**config.mk**
```make
export PLATFORM = sky130hd
export DESIGN_NAME = uart_line_assembler_core
export DESIGN_NICKNAME = d
export VERILOG_FILES = /design/src/hw/rtl/ula_pkg.sv /design/src/hw/rtl/ula_cell.sv /design/src/hw/rtl/uart_line_assembler_core.sv
export SDC_FILE = /design/constraint.sdc
export NUM_CORES = 1
export LEC_CHECK = 0
export ABC_AREA = 1
export BUFFER_PORTS_ARGS = -buffer_cell sky130_fd_sc_hd__buf_2
export CAP_MARGIN = 10
export CORE_MARGIN = 2
export CORE_UTILIZATION = 55
export DETAILED_ROUTE_END_ITERATION = 16
export PLACE_DENSITY_LB_ADDON = 0.25
export SYNTH_ARGS = -nofsm -noshare
export SYNTH_HDL_FRONTEND = slang
export SYNTH_SLANG_ARGS = --single-unit
```
**constraint.sdc**
```tcl
create_clock -name clk -period 2.3 [get_ports clk]
set_clock_uncertainty 0.2 [all_clocks]
set_input_delay 0.115 -clock clk [delete_from_list [all_inputs] [get_ports clk]]
set_output_delay 0.115 -clock clk [all_outputs]
set_load 0.05 [all_outputs]
```
**src/hw/rtl/ula_pkg.sv**
```systemverilog
package ula_pkg;

  localparam int LINE_BYTES_DEF = 32;

  localparam logic [7:0] CHAR_LF  = 8'h0A;
  localparam logic [7:0] CHAR_CR  = 8'h0D;
  localparam logic [7:0] CHAR_NUL = 8'h00;

  localparam logic KIND_LINE = 1'b0;
  localparam logic KIND_OVF  = 1'b1;

  typedef struct packed {
    logic [7:0] rx_byte;
    logic       frame_error;
    logic       overrun_error;
  } in_req_t;

  typedef struct packed {
    logic       kind;
    logic [7:0] line_byte;
    logic [5:0] position;
    logic [6:0] line_length;
    logic       last;
  } out_req_t;

  typedef struct packed {
    logic       wr_en;
    logic       shift;
    logic [7:0] wr_byte;
  } cell_ctl_t;

endpackage

```
**src/hw/rtl/ula_cell.sv**
```systemverilog
module ula_cell import ula_pkg::*; #(
  parameter int FW    = 6,
  parameter int INDEX = 0
) (
  input  logic          clk,
  input  cell_ctl_t     ctl,
  input  logic [FW-1:0] fill,
  input  logic [7:0]    shift_in,
  output logic [7:0]    data_q
);

  logic [7:0] data_r;
  logic [7:0] data_nxt;

  always_comb begin
    if (ctl.wr_en && (fill == FW'(INDEX))) begin
      data_nxt = ctl.wr_byte;
    end else if (ctl.shift) begin
      data_nxt = shift_in;
    end else begin
      data_nxt = data_r;
    end
  end

  always_ff @(posedge clk) begin
    data_r <= data_nxt;
  end

  assign data_q = data_r;

endmodule

```
**src/hw/rtl/uart_line_assembler_core.sv**
```systemverilog
// UART receive line assembler.
// Input channel (in_valid / in_stall / in_data): one received byte per request
// with framing-error and overrun flags. Bytes with an error flag are dropped.
// Ordinary bytes are stored in a row of byte cells, one request per cycle while in_stall is low.
// LF, CR or NUL after at least one stored byte ends the line: the line leaves
// on the output channel (out_valid / out_stall / out_data) as one request per
// byte, position 0 first, each carrying the line length, the final one marked
// last. A byte arriving while the row is full discards the line and gives one
// overflow request instead.
// Once the terminator is accepted the line state is entered, then the first
// byte is registered into the output register; the rest follow one byte per cycle
// while out_stall is low. in_stall is high while a line or overflow is sent;
// the drain rate is set by the cell row shifting one position per byte sent.
// The output register lets a new byte be accepted while the final result of
// a line still waits. A stalled output holds its request and pauses the drain.
// Reset empties the line and clears out_valid; no clearing pass is needed.
module uart_line_assembler_core import ula_pkg::*; #(
  parameter int LINE_BYTES = LINE_BYTES_DEF
) (
  input  logic     clk,
  input  logic     rst_n,
  input  logic     in_valid,
  output logic     in_stall,
  input  in_req_t  in_data,
  output logic     out_valid,
  input  logic     out_stall,
  output out_req_t out_data
);

  localparam int FW = $clog2(LINE_BYTES + 1);

  typedef enum logic [2:0] {
    ST_IDLE = 3'b001,
    ST_LINE = 3'b010,
    ST_OVF  = 3'b100
  } state_t;

  state_t        state_r, state_nxt;
  logic [FW-1:0] fill_r, fill_nxt;
  logic [FW-1:0] pos_r, pos_nxt;
  logic          out_valid_r, out_valid_nxt;
  out_req_t      out_data_r, out_data_nxt;
  cell_ctl_t     ctl;
  logic [7:0]    cell_q [LINE_BYTES];

  logic in_fire, byte_ok, is_term, full, out_free, line_last;

  assign in_stall  = (state_r != ST_IDLE);
  assign in_fire   = in_valid && !in_stall;
  assign byte_ok   = !in_data.frame_error && !in_data.overrun_error;
  assign is_term   = (in_data.rx_byte == CHAR_LF) || (in_data.rx_byte == CHAR_CR) ||
                     (in_data.rx_byte == CHAR_NUL);
  assign full      = (fill_r == FW'(LINE_BYTES));
  assign out_free  = !out_valid_r || !out_stall;
  assign line_last = ((pos_r + FW'(1)) == fill_r);

  always_comb begin
    state_nxt     = state_r;
    fill_nxt      = fill_r;
    pos_nxt       = pos_r;
    out_valid_nxt = out_valid_r && out_stall;
    out_data_nxt  = out_data_r;
    ctl           = '0;
    unique case (state_r)
      ST_IDLE: begin
        if (in_fire && byte_ok) begin
          if (full) begin
            state_nxt = ST_OVF;
          end else if (!is_term) begin
            ctl.wr_en   = 1'b1;
            ctl.wr_byte = in_data.rx_byte;
            fill_nxt    = fill_r + FW'(1);
          end else if (fill_r != '0) begin
            state_nxt = ST_LINE;
            pos_nxt   = '0;
          end
        end
      end
      ST_LINE: begin
        if (out_free) begin
          out_valid_nxt            = 1'b1;
          out_data_nxt.kind        = KIND_LINE;
          out_data_nxt.line_byte   = cell_q[0];
          out_data_nxt.position    = 6'(pos_r);
          out_data_nxt.line_length = 7'(fill_r);
          out_data_nxt.last        = line_last;
          ctl.shift                = 1'b1;
          pos_nxt                  = pos_r + FW'(1);
          if (line_last) begin
            state_nxt = ST_IDLE;
            fill_nxt  = '0;
          end
        end
      end
      ST_OVF: begin
        if (out_free) begin
          out_valid_nxt            = 1'b1;
          out_data_nxt.kind        = KIND_OVF;
          out_data_nxt.line_byte   = 8'h00;
          out_data_nxt.position    = 6'd0;
          out_data_nxt.line_length = 7'd0;
          out_data_nxt.last        = 1'b1;
          fill_nxt                 = '0;
          state_nxt                = ST_IDLE;
        end
      end
      default: begin
        state_nxt = ST_IDLE;
      end
    endcase
  end

  always_ff @(posedge clk) begin
    if (!rst_n) begin
      state_r     <= ST_IDLE;
      fill_r      <= '0;
      pos_r       <= '0;
      out_valid_r <= 1'b0;
    end else begin
      state_r     <= state_nxt;
      fill_r      <= fill_nxt;
      pos_r       <= pos_nxt;
      out_valid_r <= out_valid_nxt;
    end
  end

  always_ff @(posedge clk) begin
    out_data_r <= out_data_nxt;
  end

  // byte cells, head at index 0, shifting toward the head on drain
  for (genvar i = 0; i < LINE_BYTES; i++) begin : g_cell
    if (i == LINE_BYTES - 1) begin : g_tail
      ula_cell #(.FW(FW), .INDEX(i)) u_cell (
        .clk      (clk),
        .ctl      (ctl),
        .fill     (fill_r),
        .shift_in (8'h00),
        .data_q   (cell_q[i])
      );
    end else begin : g_body
      ula_cell #(.FW(FW), .INDEX(i)) u_cell (
        .clk      (clk),
        .ctl      (ctl),
        .fill     (fill_r),
        .shift_in (cell_q[i+1]),
        .data_q   (cell_q[i])
      );
    end
  end

  assign out_valid = out_valid_r;
  assign out_data  = out_data_r;

endmodule

```
# Word level (Yosys, flattened, before mapping)
# Cells that the tools add are included.
# op_classes
n_addsub	2
n_mux	100
reduce_logical	87
n_eq_ne	49
# ops
operator	count
8-bit two-way mux	68
6-bit by 5-bit == test with 1-bit output (second input constant)	16
2-bit nonzero test	34
6-bit two-way mux	11
6-bit by 4-bit == test with 1-bit output (second input constant)	8
23-bit two-way mux	2
23-bit one-hot mux with 2 select lines	1
1-bit logical AND	36
6-bit by 3-bit == test with 1-bit output (second input constant)	4
3-bit two-way mux	7
6-bit one-hot mux with 3 select lines	1
8-bit by 4-bit == test with 1-bit output (second input constant)	2
2-bit != test (second input constant)	8
6-bit by 1-bit adder with 6-bit output (second input constant)	2
6-bit by 2-bit == test with 1-bit output (second input constant)	2
6-bit one-hot mux with 2 select lines	1
6-bit AND reduction	2
3-bit one-hot mux with 3 select lines	1
8-bit logical NOT	1
1-bit two-way mux	8
7-bit AND reduction	1
6-bit by 1-bit == test with 1-bit output (second input constant)	1
6-bit == test	1
6-bit == test (second input constant)	1
12 further kinds	19
# totals
ff_bits	295
wordCells	279

# Logic depth before layout (Yosys ltp)
# logic_depth
depth_word	9
depth_mapped	13

# Cells and area by module
# From an unflattened synthesis, not the netlist that was laid out.
# unflattened
hier_cells	1700
hier_area_um2	15603.7
# modules_own_cells
mod	seq_area_each_um2	instances	cells_each	area_per_inst_um2
ula_cell at g_cell[11].g_body.u_cell ...	240.2	7	44	432.9
uart_line_assembler_core	980.9	1	270	2093.3
ula_cell at g_cell[21].g_body.u_cell ...	240.2	5	42	402.9
ula_cell at g_cell[10].g_body.u_cell ...	240.2	4	50	430.4
ula_cell at g_cell[15].g_body.u_cell ...	240.2	3	43	409.1
ula_cell at g_cell[17].g_body.u_cell ...	240.2	2	49	439.2
ula_cell at g_cell[0].g_body.u_cell ...	240.2	2	45	436.7
ula_cell at g_cell[13].g_body.u_cell ...	240.2	2	50	427.9
ula_cell at g_cell[19].g_body.u_cell ...	240.2	2	42	425.4
ula_cell at g_cell[23].g_body.u_cell ...	240.2	2	41	419.2
ula_cell at g_cell[20].g_body.u_cell ...	240.2	2	43	404.1
ula_cell at g_cell[3].g_body.u_cell	240.2	1	43	411.6

# Worst setup path after synthesis
# No wires, ideal clock.
# synth_path
path_type	register to register
start	register fill_r[0]
end	register g_cell[16].g_body.u_cell.data_r[0] (enable)
stages_incl_launch_ff	11
setup_slack_ns	-0.192
period_less_slack_ns	2.492
t_arrival_ns	1.963
setup_time_ns	0.329
t_required_ns	1.771
path_buffers	1
path_cell_list	dfxtp_1 inv_1 ha_1 inv_1 nor2_8 nand3_4 nand3_4 nor3_4 nand2_4 buf_6 nand2_1
# synth_between
elab_chain_cells	6
word_cells_on_any_way	7
# synth_rtl
item	line_no	text
start, declared	uart_line_assembler_core.sv:39	logic [FW-1:0] fill_r, fill_nxt;
start signal, assigned	uart_line_assembler_core.sv:121	fill_r <= fill_nxt;
6-bit == test	uart_line_assembler_core.sv:53	assign full = (fill_r == FW'(LINE_BYTES));
1-bit two-way mux	uart_line_assembler_core.sv:67	if (full) begin
1-bit two-way mux	uart_line_assembler_core.sv:66	if (in_fire && byte_ok) begin
1-bit two-way mux	uart_line_assembler_core.sv:64	unique case (state_r)
1-bit logical AND *	ula_cell.sv:16	if (ctl.wr_en && (fill == FW'(INDEX))) begin
2-bit nonzero test (no source line) *	-	
end signal, assigned	ula_cell.sv:26	data_r <= data_nxt;
end, declared	ula_cell.sv:12	logic [7:0] data_r;
# Mark *: on every way between the ends. The rest lies on a longest branch, timed or not.
# A chain may end at the register's enable or synchronous reset.

# Final worst setup path
# layout_path
start	register fill_r[0]
end	register g_cell[23].g_body.u_cell.data_r[1] (data pin)
# layout_between
elab_chain_cells	6
word_cells_on_any_way	10
# layout_rtl
item	line_no	text
6-bit == test	uart_line_assembler_core.sv:53	
1-bit two-way mux	uart_line_assembler_core.sv:67	
1-bit two-way mux	uart_line_assembler_core.sv:66	
1-bit two-way mux	uart_line_assembler_core.sv:64	
1-bit logical AND	ula_cell.sv:16	
8-bit two-way mux *	ula_cell.sv:16	
via g_cell[23].g_body.u_cell.data_nxt[1]	ula_cell.sv:13	logic [7:0] data_nxt;
end signal, assigned	ula_cell.sv:26	
end, declared	ula_cell.sv:12	
# Mark *: on every way through the listed nets, which the timed path passes. The rest lies on a longest branch.

==> key figures <==
Global route
  • Met1 GRT Util: 0.316
  • Met3 usage: 0.0376
  • Vias in the first global route: 8477
  • Grt met2 use: 0.396
  • Largest net degree at the start of global routing: 34
  • Initial antenna violation count: 0
  • Grt total ovfl: 0
  • Most Crowded Layer GR: met2
  • First-pass GRT wire length: 44900 µm
  • GR Util All Layers: 0.234

Yosys
  • Yosys top cell area share: 0.636
  • Mux contribution to synthesized area: 0
  • Adder-Cell Fraction of Synth Area: 0.00477
  • EDFF count, synth: 278
  • Post-synth top area cell: edfxtp_1
  • Most numerous cell in the Yosys netlist: nand2_1
  • Synthesized area per cell: 11.2 µm²
  • Simple-Gate Fraction of Synth Area: 0.168
  • Commonest cells in the netlist: nand2_1 (339), edfxtp_1 (278), o21ai_1 (123)
  • Post-synth net total: 1192
  • Post-synthesis compound-gate area fraction: 0.115
  • Gate Count Post-Synth: 1173
  • #FFs+latches synth: 294
  • Synth Cell Area: 13100 µm²
  • Ys async rst share: 0
  • Yosys warns: 0
  • Register area share after synthesis: 0.661
  • XOR/XNOR share of the synthesized area: 0.00267
  • Top_reg_cell synth: edfxtp_1
  • Synth unique cells: 37
  • Top cells by area, synth: edfxtp_1 (64%), nand2_1 (9.7%), o21ai_1 (4.7%), o21ai_0 (4.0%), dfxtp_1 (2.4%)
  • Largest family of logic cells by synthesized area: simple AND/OR/NAND/NOR gates

Power and ir drop
  • Max rail drop VDD: 644 µV
  • Pwr/cell area: 723 nW/µm²
  • P_leak: 5.99 nW
  • Overall Power: 11.1 mW

Routing
  • # DRC: 0
  • ANT nets after route: 0
  • DRT iter0 DRCs: 675
  • Vias: 8901
  • Wirelength per Cell: 17.6 µm
  • Drt pass-1 iters: 5
  • Vias per inst: 5.49
  • Drt total wl: 28500 µm

Placement
  • Post-Place Setup Slack: -0.0784 ns
  • DP Area: 14100 µm²
  • Post-DP HPWL: 18300 µm
  • IO Port Bufs: 37
  • Placed cell count: 1543
  • RePlAce Congestion: 0.861

Finish
  • # diodes: 0
  • Layout area overhead: 17.3%
  • Multi-input combinational cell area: 4010 µm²
  • Share of post-route cells with drive strength above 1: 0.214
  • Layout net count: 1296
  • Final Core Density: 0.656
  • Non-Filler Instances: 1620
  • FF/Latch Area: 8670 µm²
  • Fillers: 1704
  • Final Cell Area: 15400 µm²

Floorplan
  • I/O Pins: 39
  • Die area: 25100 µm²
  • Row count: 56
  • Starting density of the core: 0.559
  • Die width: 158 µm
  • Die Y: 158 µm
  • Core ar.: 23500 µm²

Min path
  • Worst Hold Class: in -> reg
  • Worst Hold Depth: 4

Clock tree
  • Num CTS Buffers: 31
  • CTS Sinks: 294
  • H-Tree Depth: 1
  • CTS tree: done
  • Clock Root Buffer: clkbuf_16
  • Clock Tree Buf Depth: 3
  • CTS clk-pin slew, worst paths: 0.06 ns
  • Clock latency on the worst-skew pair: 0.55 ns

Setup path
  • Crit start category: flip-flop
  • CP Class: reg -> reg
  • Crit Path Max Fanout: 15
  • R2R cell count: 11
  • Arrival time at the worst endpoint: 2.34 ns
  • Critical Path RT: 2.40 ns
  • Critical path capture point type: flip-flop

STA
  • Final setup viols: 0
  • Post-route worst setup slack: 0.0659 ns
  • Fmax: 0.448 GHz
  • Part of the cycle the worst path needs: 0.971
  • Final worst path period need: 2.23 ns
  • Hold Slack: 0.0254 ns
  • Max Slew Vio Count: 0
  • RSZ-0062 raised after global routing: yes
  • Final Hold Vio Count: 0
  • Setup TNS: 0 ns

Status
  • Status: finished, final reports clean

Job
  • # Max-Cap Violations: 0
[repair_timing]
action,in CTS,in global routing
setup endpoints to repair,106,261
hold endpoints to repair,82,0
resized for setup,2,32
pin swaps,1,4
setup buffers,1,6
cloned,0,3
hold buffers,10,0
[layout by cell type (no fill, tap or decap), types with 2 or more instances in the layout]
| cell | Yosys | final |
|---|---|---|
| nand3_4 | 17 | 19 |
| dfxtp_2 | 0 | 2 |
| nand2_1 | 339 | 304 |
| ha_1 | 5 | 4 |
| clkbuf_1 | 21 | 7 |
| o21ai_1 | 123 | 126 |
| dlygate4sd3_1 | 0 | 10 |
| clkinv_2 | 0 | 5 |
| nand4_1 | 10 | 10 |
| buf_12 | 2 | 13 |
| nor2_4 | 2 | 3 |
| nand3_2 | 3 | 4 |
| clkinv_1 | 2 | 10 |
| clkbuf_16 | 0 | 31 |
| buf_6 | 16 | 2 |
| nand2_4 | 4 | 15 |
| a21oi_1 | 14 | 14 |
| nand2_2 | 2 | 26 |
| dfxtp_1 | 16 | 14 |
| xor2_1 | 3 | 3 |
| bufinv_16 | 0 | 4 |
| inv_1 | 46 | 45 |
| o21ai_0 | 104 | 101 |
| nor3_1 | 3 | 3 |
| nor2_1 | 66 | 63 |
| edfxtp_1 | 278 | 278 |
| inv_2 | 5 | 6 |
| a211oi_1 | 3 | 3 |
| nand3_1 | 24 | 23 |
| nor2_8 | 2 | 2 |
| nor3_2 | 2 | 2 |
| o21ai_2 | 29 | 29 |
| buf_2 | 20 | 37 |
| buf_4 | 4 | 70 |
| nor2_2 | 0 | 3 |
[flip-flops by register name, summed over array words and instances, names as in the netlist]
name                         flops
fill_r                           6
out_valid                        1
g_cell.g_tail.u_cell.data_q      8
g_cell.g_body.u_cell.data_q    248
out_data                        22
pos_r                            6
state_r                          3
[routing by layer]
layer | routed length (µm) | part of all wire
met3 | 2020 | 0.071
met2 | 14000 | 0.49
met4 | 708 | 0.025
met1 | 11700 | 0.41
met5 | 0 | 0
[critical path, stage by stage (launching register included)]
cell	delay, ns
dfxtp_2	0.32
inv_1	0.06
ha_1	0.17
inv_2	0.07
nor2_8	0.14
nand3_4	0.09
nand3_4	0.20
clkinv_8	0.14
buf_12	0.18
nand3_4	0.16
buf_4	0.18
o21ai_2	0.05
[cells by family (layout without fill, tap and decap cells)]
logic type	count (synthesis)	in the layout
xor gates and xnor gates	4	4
AOI/OAI and AO/OA	276	276
other	1	1
and+or+nand+nor	475	478
DFF	294	294
buffers and inverters	118	243
adders and majority gates	5	5
[layout make-up]
class | instances | area share
clock inverter | 19 | 0.0127
clock buffer | 38 | 0.0521
multi-input combinational | 764 | 0.261
timing repair buffer | 132 | 0.0711
sequential | 294 | 0.563
tap | 319 | 0.0259
inverter | 54 | 0.0140
[path summary, 6_finish.rpt]
check | startpoint | slack [ns] | endpoint
setup / recovery | fill_r[0] | 0.07 | g_cell[23].g_body.u_cell.data_q[1]
setup reg to reg | fill_r[0] | 0.07 | g_cell[23].g_body.u_cell.data_q[1]
hold / removal | in_data[6] | 0.03 | g_cell[16].g_body.u_cell.data_q[4]
hold reg to reg | g_cell[7].g_body.u_cell.data_q[7] | 0.32 | g_cell[6].g_body.u_cell.data_q[7]
[report_power, final]
group | total, mW | switching, mW | leakage (nW) | internal [mW]
clock network | 4.91 | 2.00 | 0.489 | 2.91
registers | 5.81 | 0.0101 | 2.68 | 5.80
logic | 0.400 | 0.268 | 2.82 | 0.132
total | 11.1 | 2.27 | 5.99 | 8.84
Note: power is estimated with default switching activity, not from simulation.
